## src/design/button_debounce_idle_sleep_defines.svh

```systemverilog
// assertion macros used by the top-level module's checks
`ifndef BUTTON_DEBOUNCE_IDLE_SLEEP_DEFINES_SVH
`define BUTTON_DEBOUNCE_IDLE_SLEEP_DEFINES_SVH

// same-cycle implication, disabled during reset
`define BDIS_ASSERT_IMPLIES(label, clk, rst_n, ante, cons, msg) \
    label: assert property (@(posedge clk) disable iff (!rst_n) (ante) |-> (cons)) \
        else $error(msg);

// next-cycle implication, disabled during reset
`define BDIS_ASSERT_NEXT(label, clk, rst_n, ante, cons, msg) \
    label: assert property (@(posedge clk) disable iff (!rst_n) (ante) |=> (cons)) \
        else $error(msg);

`endif

```

## src/design/bdis_pkg.sv

```systemverilog
`timescale 1ns / 1ps

package bdis_pkg;

    // field widths
    localparam int ID_W        = 3;
    localparam int TIME_W      = 32;
    localparam int DEB_W       = 16;
    localparam int KIND_W      = 2;
    localparam int IN_TDATA_W  = 40;
    localparam int OUT_TDATA_W = 8;
    localparam int CFG_IDX_W   = 2;
    localparam int CFG_DATA_W  = 32;

    // default button count
    localparam int NUM_BUTTONS_DEF = 8;

    // register reset values
    localparam logic [DEB_W-1:0]  DEBOUNCE_RESET = 16'd20;
    localparam logic [TIME_W-1:0] TIMEOUT_RESET  = 32'd120000;
    localparam logic              ENABLE_RESET   = 1'b1;

    // register indexes
    localparam logic [CFG_IDX_W-1:0] REG_DEBOUNCE     = 2'd0;
    localparam logic [CFG_IDX_W-1:0] REG_SLEEP_TMO    = 2'd1;
    localparam logic [CFG_IDX_W-1:0] REG_SLEEP_ENABLE = 2'd2;

    // request kinds
    localparam logic REQ_EDGE = 1'b0;
    localparam logic REQ_POLL = 1'b1;

    // event kinds
    localparam logic [KIND_W-1:0] EV_NONE    = 2'd0;
    localparam logic [KIND_W-1:0] EV_PRESS   = 2'd1;
    localparam logic [KIND_W-1:0] EV_RELEASE = 2'd2;
    localparam logic [KIND_W-1:0] EV_SLEEP   = 2'd3;

    typedef struct packed {
        logic [DEB_W-1:0]  debounce_ms;
        logic [TIME_W-1:0] sleep_timeout_ms;
        logic              sleep_enable;
    } cfg_t;

    typedef struct packed {
        logic              req_type;
        logic [ID_W-1:0]   button_id;
        logic [TIME_W-1:0] now_ms;
    } item_t;

endpackage

```

## src/design/button_debounce_idle_sleep.sv

```systemverilog
`timescale 1ns / 1ps
// channel   direction  handshake                    payload
// s_axis    in         s_axis_tvalid/s_axis_tready  tdata: button_id, now_ms; tuser: req_type
// m_axis    out        m_axis_tvalid/m_axis_tready  tdata: event_button; tuser: event_kind
// cfg       in         cfg_valid/cfg_ready          cfg_index, cfg_data
//
// one item per cycle sustained while the result slot is not stalled by m_axis_tready
// each result passes the input register and then the result register around the lookup logic
// reset clears pressed flags, edge times, activity time and loads register defaults
// a stalled result holds the result slot; one more item waits in the input register
// cfg writes are accepted every cycle

module button_debounce_idle_sleep
    import bdis_pkg::*;
#(
    parameter int NUM_BUTTONS = NUM_BUTTONS_DEF
)
(
    input  logic                   clk,
    input  logic                   rst_n,
    input  logic                   s_axis_tvalid,
    output logic                   s_axis_tready,
    input  logic [IN_TDATA_W-1:0]  s_axis_tdata,   // button_id, now_ms, zero fill
    input  logic                   s_axis_tuser,   // req_type
    output logic                   m_axis_tvalid,
    input  logic                   m_axis_tready,
    output logic [OUT_TDATA_W-1:0] m_axis_tdata,   // event_button, zero fill
    output logic [KIND_W-1:0]      m_axis_tuser,   // event_kind
    input  logic                   cfg_valid,
    output logic                   cfg_ready,
    input  logic [CFG_IDX_W-1:0]   cfg_index,
    input  logic [CFG_DATA_W-1:0]  cfg_data
);

    `include "button_debounce_idle_sleep_defines.svh"

    cfg_t            cfg_q;
    item_t           in_item;
    item_t           item;
    logic            item_valid;
    logic            advance;
    logic [ID_W-1:0] event_button;

    // unpack the input transaction
    assign in_item.req_type  = s_axis_tuser;
    assign in_item.button_id = s_axis_tdata[ID_W-1:0];
    assign in_item.now_ms    = s_axis_tdata[ID_W+TIME_W-1:ID_W];

    bdis_cfg u_cfg (
        .clk       (clk),
        .rst_n     (rst_n),
        .cfg_valid (cfg_valid),
        .cfg_ready (cfg_ready),
        .cfg_index (cfg_index),
        .cfg_data  (cfg_data),
        .cfg       (cfg_q)
    );

    bdis_in_stage u_in (
        .clk        (clk),
        .rst_n      (rst_n),
        .in_valid   (s_axis_tvalid),
        .in_ready   (s_axis_tready),
        .in_item    (in_item),
        .advance    (advance),
        .item_valid (item_valid),
        .item       (item)
    );

    bdis_core #(
        .NUM_BUTTONS (NUM_BUTTONS)
    ) u_core (
        .clk          (clk),
        .rst_n        (rst_n),
        .cfg          (cfg_q),
        .item_valid   (item_valid),
        .item         (item),
        .advance      (advance),
        .out_valid    (m_axis_tvalid),
        .out_ready    (m_axis_tready),
        .event_kind   (m_axis_tuser),
        .event_button (event_button)
    );

    // pack the result transaction
    assign m_axis_tdata = {{(OUT_TDATA_W - ID_W){1'b0}}, event_button};

    // checks
    `BDIS_ASSERT_IMPLIES(a_button_zero, clk, rst_n,
        m_axis_tvalid && (m_axis_tuser == EV_NONE || m_axis_tuser == EV_SLEEP),
        m_axis_tdata == '0, "button field set on an event without a button")
    `BDIS_ASSERT_IMPLIES(a_full_stall, clk, rst_n,
        m_axis_tvalid && !m_axis_tready && item_valid,
        !s_axis_tready, "input taken while both stages are full")
    `BDIS_ASSERT_NEXT(a_cfg_enable, clk, rst_n,
        cfg_valid && cfg_ready && cfg_index == REG_SLEEP_ENABLE,
        cfg_q.sleep_enable == $past(cfg_data[0]), "sleep enable write lost")

endmodule

```

## src/design/bdis_cfg.sv

```systemverilog
`timescale 1ns / 1ps

module bdis_cfg
    import bdis_pkg::*;
(
    input  logic                  clk,
    input  logic                  rst_n,
    input  logic                  cfg_valid,
    output logic                  cfg_ready,
    input  logic [CFG_IDX_W-1:0]  cfg_index,
    input  logic [CFG_DATA_W-1:0] cfg_data,
    output cfg_t                  cfg
);

    cfg_t cfg_reg;
    cfg_t cfg_next;

    // writes are always taken
    assign cfg_ready = 1'b1;

    // register decode, unknown indexes are dropped
    always_comb
    begin
        cfg_next = cfg_reg;
        if (cfg_valid)
        begin
            unique case (cfg_index)
                REG_DEBOUNCE:     cfg_next.debounce_ms      = cfg_data[DEB_W-1:0];
                REG_SLEEP_TMO:    cfg_next.sleep_timeout_ms = cfg_data[TIME_W-1:0];
                REG_SLEEP_ENABLE: cfg_next.sleep_enable     = cfg_data[0];
                default:          cfg_next = cfg_reg;
            endcase
        end
    end

    always_ff @(posedge clk or negedge rst_n)
    begin
        if (!rst_n)
        begin
            cfg_reg.debounce_ms      <= DEBOUNCE_RESET;
            cfg_reg.sleep_timeout_ms <= TIMEOUT_RESET;
            cfg_reg.sleep_enable     <= ENABLE_RESET;
        end
        else
        begin
            cfg_reg <= cfg_next;
        end
    end

    assign cfg = cfg_reg;

endmodule

```

## src/design/bdis_in_stage.sv

```systemverilog
`timescale 1ns / 1ps

module bdis_in_stage
    import bdis_pkg::*;
(
    input  logic  clk,
    input  logic  rst_n,
    input  logic  in_valid,
    output logic  in_ready,
    input  item_t in_item,
    input  logic  advance,
    output logic  item_valid,
    output item_t item
);

    logic  valid_reg;
    logic  valid_next;
    item_t item_reg;

    // room when empty or when the held item moves on
    assign in_ready = !valid_reg || advance;

    always_comb
    begin
        valid_next = valid_reg;
        if (in_ready)
        begin
            valid_next = in_valid;
        end
    end

    always_ff @(posedge clk or negedge rst_n)
    begin
        if (!rst_n)
        begin
            valid_reg <= 1'b0;
        end
        else
        begin
            valid_reg <= valid_next;
        end
    end

    // payload capture
    always_ff @(posedge clk)
    begin
        if (in_ready && in_valid)
        begin
            item_reg <= in_item;
        end
    end

    assign item_valid = valid_reg;
    assign item       = item_reg;

endmodule

```

## src/design/bdis_core.sv

```systemverilog
`timescale 1ns / 1ps

module bdis_core
    import bdis_pkg::*;
#(
    parameter int NUM_BUTTONS = NUM_BUTTONS_DEF
)
(
    input  logic              clk,
    input  logic              rst_n,
    input  cfg_t              cfg,
    input  logic              item_valid,
    input  item_t             item,
    output logic              advance,
    output logic              out_valid,
    input  logic              out_ready,
    output logic [KIND_W-1:0] event_kind,
    output logic [ID_W-1:0]   event_button
);

    // only ids that fit the id field can ever reach a button
    localparam int MAX_IDS = 2 ** ID_W;
    localparam int DEPTH   = (NUM_BUTTONS < MAX_IDS) ? NUM_BUTTONS : MAX_IDS;
    localparam int IDX_W   = (DEPTH > 1) ? $clog2(DEPTH) : 1;

    logic [DEPTH-1:0]  pressed_reg;
    logic [DEPTH-1:0]  pressed_next;
    logic [TIME_W-1:0] last_edge_reg [DEPTH];
    logic [TIME_W-1:0] last_edge_next [DEPTH];
    logic [TIME_W-1:0] last_act_reg;
    logic [TIME_W-1:0] last_act_next;

    logic              out_valid_reg;
    logic              out_valid_next;
    logic [KIND_W-1:0] kind_reg;
    logic [ID_W-1:0]   btn_reg;

    logic [IDX_W-1:0]  idx;
    logic              id_in_range;
    logic [TIME_W-1:0] since;
    logic [TIME_W-1:0] idle;
    logic              btn_ok;
    logic              sleep_ok;
    logic [KIND_W-1:0] kind_calc;
    logic [ID_W-1:0]   btn_calc;

    // move on when the result slot is free or being drained
    assign advance = item_valid && (!out_valid_reg || out_ready);

    // lookup and compare
    assign idx         = IDX_W'(item.button_id);
    assign id_in_range = ({1'b0, item.button_id} < (ID_W + 1)'(DEPTH));
    assign since       = item.now_ms - last_edge_reg[idx];
    assign idle        = item.now_ms - last_act_reg;
    assign btn_ok      = (item.req_type == REQ_EDGE) && id_in_range
                         && (since >= {{(TIME_W - DEB_W){1'b0}}, cfg.debounce_ms});
    assign sleep_ok    = (item.req_type == REQ_POLL) && cfg.sleep_enable
                         && (idle > cfg.sleep_timeout_ms);

    // result selection
    always_comb
    begin
        kind_calc = EV_NONE;
        btn_calc  = '0;
        if (btn_ok)
        begin
            kind_calc = pressed_reg[idx] ? EV_RELEASE : EV_PRESS;
            btn_calc  = item.button_id;
        end
        else if (sleep_ok)
        begin
            kind_calc = EV_SLEEP;
        end
    end

    // state update
    always_comb
    begin
        pressed_next   = pressed_reg;
        last_edge_next = last_edge_reg;
        last_act_next  = last_act_reg;
        if (advance && btn_ok)
        begin
            pressed_next[idx]   = ~pressed_reg[idx];
            last_edge_next[idx] = item.now_ms;
            last_act_next       = item.now_ms;
        end
        else if (advance && sleep_ok)
        begin
            last_act_next = item.now_ms;
        end
    end

    // result slot valid
    always_comb
    begin
        out_valid_next = out_valid_reg;
        if (advance)
        begin
            out_valid_next = 1'b1;
        end
        else if (out_ready)
        begin
            out_valid_next = 1'b0;
        end
    end

    always_ff @(posedge clk or negedge rst_n)
    begin
        if (!rst_n)
        begin
            pressed_reg   <= '0;
            last_act_reg  <= '0;
            out_valid_reg <= 1'b0;
            for (int i = 0; i < DEPTH; i++)
            begin
                last_edge_reg[i] <= '0;
            end
        end
        else
        begin
            pressed_reg   <= pressed_next;
            last_edge_reg <= last_edge_next;
            last_act_reg  <= last_act_next;
            out_valid_reg <= out_valid_next;
        end
    end

    // result payload
    always_ff @(posedge clk)
    begin
        if (advance)
        begin
            kind_reg <= kind_calc;
            btn_reg  <= btn_calc;
        end
    end

    assign out_valid    = out_valid_reg;
    assign event_kind   = kind_reg;
    assign event_button = btn_reg;

endmodule

```

## config.mk

```make
export PLATFORM = sky130hd
export DESIGN_NAME = button_debounce_idle_sleep
export DESIGN_NICKNAME = d
export VERILOG_FILES = /design/src/design/bdis_pkg.sv /design/src/design/button_debounce_idle_sleep.sv /design/src/design/bdis_cfg.sv /design/src/design/bdis_in_stage.sv /design/src/design/bdis_core.sv
export VERILOG_INCLUDE_DIRS = /design/src /design/src/design
export SDC_FILE = /design/constraint.sdc
export NUM_CORES = 1
export LEC_CHECK = 0
export BUFFER_PORTS_ARGS = -buffer_cell sky130_fd_sc_hd__buf_2
export CORE_MARGIN = 2
export CORE_UTILIZATION = 40
export DETAILED_ROUTE_END_ITERATION = 6
export SKIP_LAST_GASP = 1
export SYNTH_ARGS = -nofsm -noshare
export SYNTH_HDL_FRONTEND = slang
export SYNTH_SLANG_ARGS = --single-unit
```

## constraint.sdc

```tcl
create_clock -name clk -period 8.5 [get_ports clk]
set_clock_uncertainty 0.15 [all_clocks]
set_input_delay 1.7 -clock clk [delete_from_list [all_inputs] [get_ports clk]]
set_output_delay 1.7 -clock clk [all_outputs]
set_load 0.01 [all_outputs]
```

# --- Word-level counts from Yosys, hierarchy flattened ---
# Index checks and enable logic that the tools add are counted.
totals:
  register_bits: 388
  inputBits: 80
  output_inout_bits: 13
  elab_cells: 70
classes:
  addsub: 2
  order_cmp: 6
  eq_ne: 2
  n_mux: 18
  n_bitwise: 3
  n_reduce_logical: 19
ops:
  columns: ["cell", "count"]
  rows:
  - ["$bwmux W256", 1]
  - ["$mux W32", 5]
  - ["$bmux W32 S3", 1]
  - ["$demux W32 S3", 1]
  - ["$sub A32 B32 Y32", 2]
  - ["$ge A32 B16 Y1", 1]
  - ["$gt A32 B32 Y1", 1]
  - ["$logic_and A1 B1 Y1", 9]
  - ["$bwmux W8", 1]
  - ["$mux W2", 3]
  - ["$reduce_and A2 Y1", 3]
  - ["$ge A4 B4 Y1 const B", 1]
  - ["$lt A3 B4 Y1 const B", 1]
  - ["$lt A4 B1 Y1 const B", 1]
  - ["$mux W1", 4]
  - ["$not A3 Y4", 1]
  - ["$reduce_bool A2 Y1", 2]
  - ["$bmux W1 S3", 1]
  - ["$demux W1 S3", 1]
  - ["$ge A3 B1 Y1 const B", 1]
  - ["$eq A2 B1 Y1 const B", 1]
  - ["$eq A2 B2 Y1 const B", 1]
  - ["$logic_not A1 Y1", 2]
  - ["$logic_not A2 Y1", 1]
  - ["other kinds (2)", 4]

# --- Depth between registers and ports, before layout ---
logic_depth:
  word_depth: 9
  mapped_depth: 32
  ltp_nobuf: 26

# --- Cells and area by module ---
# From an unflattened synthesis, not the netlist that was laid out.
hier_totals:
  hier_cells: 1740
  hier_area_um2: 21077.7
modules_own_cells:
  columns: ["mod", "n_inst", "cells_each", "area_each_um2"]
  rows:
  - ["bdis_core", 1, 1587, 18021.0]
  - ["bdis_cfg", 1, 107, 1880.6]
  - ["bdis_in_stage", 1, 40, 1134.8]
  - ["button_debounce_idle_sleep", 1, 6, 41.3]

# --- Least setup slack after synthesis ---
# No wires, ideal clock.
synth_path:
  path_type: "register -> register"
  from: "register u_in.item_reg (netlist bit u_in.item[33])"
  to: "register u_core.kind_reg[0] (netlist: u_core.event_kind[0]) (data pin)"
  arrival_time_ps: 5421
  t_required_ps: 8082
  slack_ps: 2662
  stages_incl_launch_ff: 25
  synth_period_minus_slack_ps: 5838
  path_cell_list: "edfxtp_1 > clkbuf_1 > nor3b_1 > clkbuf_1 > buf_1 > a22oi_1 > and3_1 > ha_1 > o211ai_1 > a21oi_1 > o211ai_1 > a21oi_1 > o21a_1 > xor2_1 > ha_1 > a222oi_1 > o21ai_1 > a2111o_1 > nor4_1 > nand4_1 > nor4_1 > nand4_1 > buf_4 > o21ai_2 > o21ai_0"
synth_via:
  elab_chain_cells: 8
synth_lines:
  columns: ["element", "line_no", "source"]
  rows:
  - ["start: declaration", "bdis_in_stage.sv:18", "item_t item_reg;"]
  - ["start signal: assignment", "bdis_in_stage.sv:49", "item_reg <= in_item;"]
  - ["$not A3 Y4 (implied by the code)", "bdis_core.sv:53", "assign since = item.now_ms - last_edge_reg[idx];"]
  - ["$bmux W32 S3", "bdis_core.sv:53", null]
  - ["$mux W32 (implied by the code) (2 in series)", "bdis_core.sv:53", null]
  - ["$sub A32 B32 Y32", "bdis_core.sv:53", null]
  - ["$ge A32 B16 Y1", "bdis_core.sv:56", "&& (since >= {{(TIME_W - DEB_W){1'b0}}, cfg.debounce_ms});"]
  - ["$logic_and A1 B1 Y1", "bdis_core.sv:56", null]
  - ["$mux W2 *", "bdis_core.sv:65", "if (btn_ok)"]
  - ["named net u_core.kind_calc[0]", "bdis_core.sv:44", "logic [KIND_W-1:0] kind_calc;"]
  - ["end signal: assignment", "bdis_core.sv:134", "kind_reg <= kind_calc;"]
  - ["end: declaration", "bdis_core.sv:35", "logic [KIND_W-1:0] kind_reg;"]
# Mark *: on every way through the listed nets, which the timed path passes. The rest lies on a longest branch. The select of a mux whose other input is x is not followed.
# A chain may end at the register's enable or synchronous reset.

# --- Worst setup path in the final report ---
layout_path:
  from: "register u_in.item_reg (netlist bit u_in.item[32])"
  to: "register u_core.last_edge_reg[51] (netlist bit)"
layout_via:
  elab_chain_cells: 8
layout_lines:
  columns: ["element", "line_no", "source"]
  rows:
  - ["$not A3 Y4 (implied by the code) *", "bdis_core.sv:53, bdis_core.sv:85", null]
  - ["$bmux W32 S3", "bdis_core.sv:53", null]
  - ["$mux W32 (implied by the code) (2 in series)", "bdis_core.sv:53", null]
  - ["$sub A32 B32 Y32", "bdis_core.sv:53", null]
  - ["$ge A32 B16 Y1", "bdis_core.sv:56", null]
  - ["$logic_and A1 B1 Y1", "bdis_core.sv:56", null]
  - ["$logic_and A1 B1 Y1", "bdis_core.sv:82", "if (advance && btn_ok)"]
  - ["end signal: assignment", "bdis_core.sv:123", "last_edge_reg <= last_edge_next;"]
  - ["end: declaration", "bdis_core.sv:28", "logic [TIME_W-1:0] last_edge_reg [DEPTH];"]
# Every way passes the cells marked *; elsewhere a longest branch is shown, timed or not. The select of a mux whose other input is x is not followed.

==> impl_results.md <==
- Top-count cell post-synth: dfrtp_1
- Crit path largest cell delay: between 0.8 and 0.9 ns
- CTS max path bufs: 3
- Total GRT Usage: between 20% and 30%
- Part of the cycle the worst path needs: a little over four fifths
- Routed wire length: about 63000 um
- Synth cell types: 76
- Final setup violation count: 0
- Dpl hpwl: 42010 um
- Core area: 51200 um2
- Pin count of the biggest net entering global routing: slightly below 100
- Cell row count: 83
- Seq/Total Area, Yosys: between 40% and 50%
- Leakage: 9.590 nW
- Top layer in use: met4
- Via/cell ratio: between 6 and 7
- Area Overhead vs Synth: 11.45%
- Rel. slew slack: 25.18%
- Top Ports: 93
- RR Startpoint: u_in.item[32]
- Fin crit period: 7.222 ns
- Max_cap viols: 0
- Met1 Routed Length: between 20000 and 30000 um
- Min-Delay Startpoint: u_core.last_edge_reg[64]
- Final hold vios: 0
- Post-synth top area cell: dfrtp_1
- Gr ovfl total: 0
- CTS clk-pin slew, worst paths: roughly 0.060 ns
- Register Area: approximately 9900 um2
- Max frequency: 0.1385 GHz
- Total die area: 53500 um2
- First-pass GRT wire length: 96680 um
- Layout cells sized above 1: 14.32%
- Post-DRT Antenna Nets: 0
- Critical Path Source Type: flip-flop
- Met3 WL: 3992 um
- Synth Instances: about 1900
- EDFF count, synth: ~40
- Post-synth top cells: 337 x dfrtp_1, 265 x o2bb2ai_1, 112 x ha_1
- # DRC: 0
- CTS buffer count: 43
- R2R setup slack: roughly 1.3 ns
- Synth Area per Inst: approximately 11 um2
- Critical Path Fanout Max: 33
- Slowest-stage cell, CP: and3b_1
- Area of the multi-input gates: slightly below 10000 um2
- Post-Place Worst Slack: approximately 1.4 ns
- Reg2Reg Depth: 21
- Critical path class: flip-flop to flip-flop
- Synth Flop Type: dfrtp_1
- Die Wd: 231.3 um
- WHS Endpoint: u_core.last_edge_reg[64]
- WHS Path Cells: 1
- Antenna cells: 0
- Routed wire per std cell: 24.20 um
- Hold Path Class: flip-flop to flip-flop
- Total power: approximately 7 mW
- GP Congestion: between 0.9 and 1
- Power per cell area: around 300 nW/um2
- Layout Nets: 2079
- Setup TNS: 0 ns
- Status: finished clean
- Worst-path cell chain: and3b_1 > a22o_1 > a221oi_1 > and3_1 > ha_1 > o211ai_1 > a21oi_1 > o211ai_1 > a21oi_1 > o21a_1 > xor2_1 > ha_1 > a222oi_1 > o21ai_1 > a2111o_1 > nor4_1 > nand4_1 > nor4_1 > and4_1 > a21o_4 > o2bb2ai_1
- Final Core Density: approximately 45%
- Starting DRC count in detailed routing: 1425
- Post_cts resized: 0
- DR vias: roughly 16000
- Fillers: 4700
- #FFs+latches synth: 388
- CP arrival: ~7.6 ns
- Family with the most delay on the worst path: compound AO/OA/AOI/OAI gates
- FFs w/ async S/R, synth: between 80 and 90%
- Number of port buffers: 81
- Setup repair after global routing missed its margin: no
- DIE HEIGHT: between 200 and 250 um
- Max VDD drop: about 0.13 mV
- Crit Reg-Reg Endpoint: u_core.last_edge_reg[51]
- H-tree depth: 2
- Setup crit end kind: flip-flop
- Synth area leaders: dfrtp_1 41%, o2bb2ai_1 11%, ha_1 6.8%
- Yosys Warn Count: 0
- CTS tree: yes
- Pins over their slew limit: 0
- DR WL met2: around 29000 um
- Post-CTS Setup Repair Bufs: 0
- First drt pass iteration count: 7
- Max reg flops: 256
- Slack of the critical path: between 1 and 1.5 ns
- Starting Density: between 40% and 50%
- Netlist Area Pre-Place: between 20000 and 25000 um2
- Vias in the first global route: approximately 16000
- TritonCTS Sinks: 388
- Root Buffer: clkbuf_16
- Worst skew pair latency: just under 0.6 ns
- Worst Path Buf+Inv: 0
- Share of the synthesized area in the top cell type: about 40%
- # hold bufs at CTS: 0
- Initial antenna violation count: 0
- Worst Tran Pin Value: 1.122 ns
- Required @ worst endpoint: about 8.8 ns
==> cells by family (layout without fill, tap and decap cells) <==
| logic type | Yosys count | after routing | share of synthesized area (%) |
|---|---|---|---|
| AOI/OAI and AO/OA | 726 | 726 | 27.98 |
| other | 2 | 6 | 0.03634 |
| xor gates and xnor gates | 45 | 45 | 1.907 |
| DFF | 388 | 388 | 48.04 |
| buffers and inverters | 249 | 308 | 5.522 |
| muxes | 35 | 35 | 1.901 |
| adders and majority gates | 114 | 114 | 6.975 |
| and+or+nand+nor | 298 | 298 | 7.647 |
==> through the flow <==
step	cell area [um2]	hold WS, ns	cells
after floorplan	20680	0.3061	1861
after global placement	21630	0.3204	2520
after detailed placement	21630	0.3233	2520
after CTS	23030	0.3395	2600
after global routing	23030	0.3481	2600
final	23030	0.3389	2600
==> worst max-delay path by stage <==
stage | start | endpoint | slack (ns) | cells after the start
2_1_floorplan | u_in.item[33] | u_core.event_kind[0] | 2.66 | 24
3_3_place_gp | u_in.item[34] | u_core.last_act_reg[19] | 1.44 | 22
3_5_place_dp | u_in.item[33] | u_core.last_edge_reg[155] | 1.37 | 21
4_1_cts | u_in.item[33] | u_core.last_act_reg[11] | 1.30 | 22
5_1_grt | u_in.item[33] | u_core.last_edge_reg[51] | 0.83 | 21
6_report | u_in.item[32] | u_core.last_edge_reg[51] | 1.28 | 21
==> where the power goes <==
group          switching, mW  internal (mW)
registers              0.279           2.34
logic                   1.33           1.09
clock network          0.787           1.10
total                   2.40           4.53
==> layer usage <==
| metal | global-route usage (%) | vias up |
|---|---|---|
| li1 | - | 7199 |
| met5 | 0 | - |
| met1 | 31.14 | 8075 |
| met3 | 3.802 | 106 |
| met2 | 38.30 | 570 |
| met4 | 9.456 | 0 |
==> cell usage in the layout (no fill, tap or decap), types with 32 or more instances in the layout <==
cell type / n
edfxtp_1: 41
a221o_1: 32
nor2_1: 43
o21ai_0: 52
xnor2_1: 32
and3_1: 37
nand2b_1: 50
a211oi_1: 48
o2bb2ai_1: 265
clkbuf_16: 44
nand2_1: 63
buf_2: 80
a22oi_1: 73
ha_1: 112
buf_4: 48
inv_1: 94
mux2_2: 34
a21oi_1: 75
dfrtp_1: 337
==> layout make-up <==
cell class | count | share of cell area (%)
repair buffers | 132 | 3.629
clock inverters | 20 | 0.9670
inverters | 96 | 1.565
well taps | 680 | 3.694
clock buffers | 60 | 5.128
multi-input cells | 1224 | 41.92
flip-flops and latches | 388 | 43.10
Power figures use the tool's default switching activity.
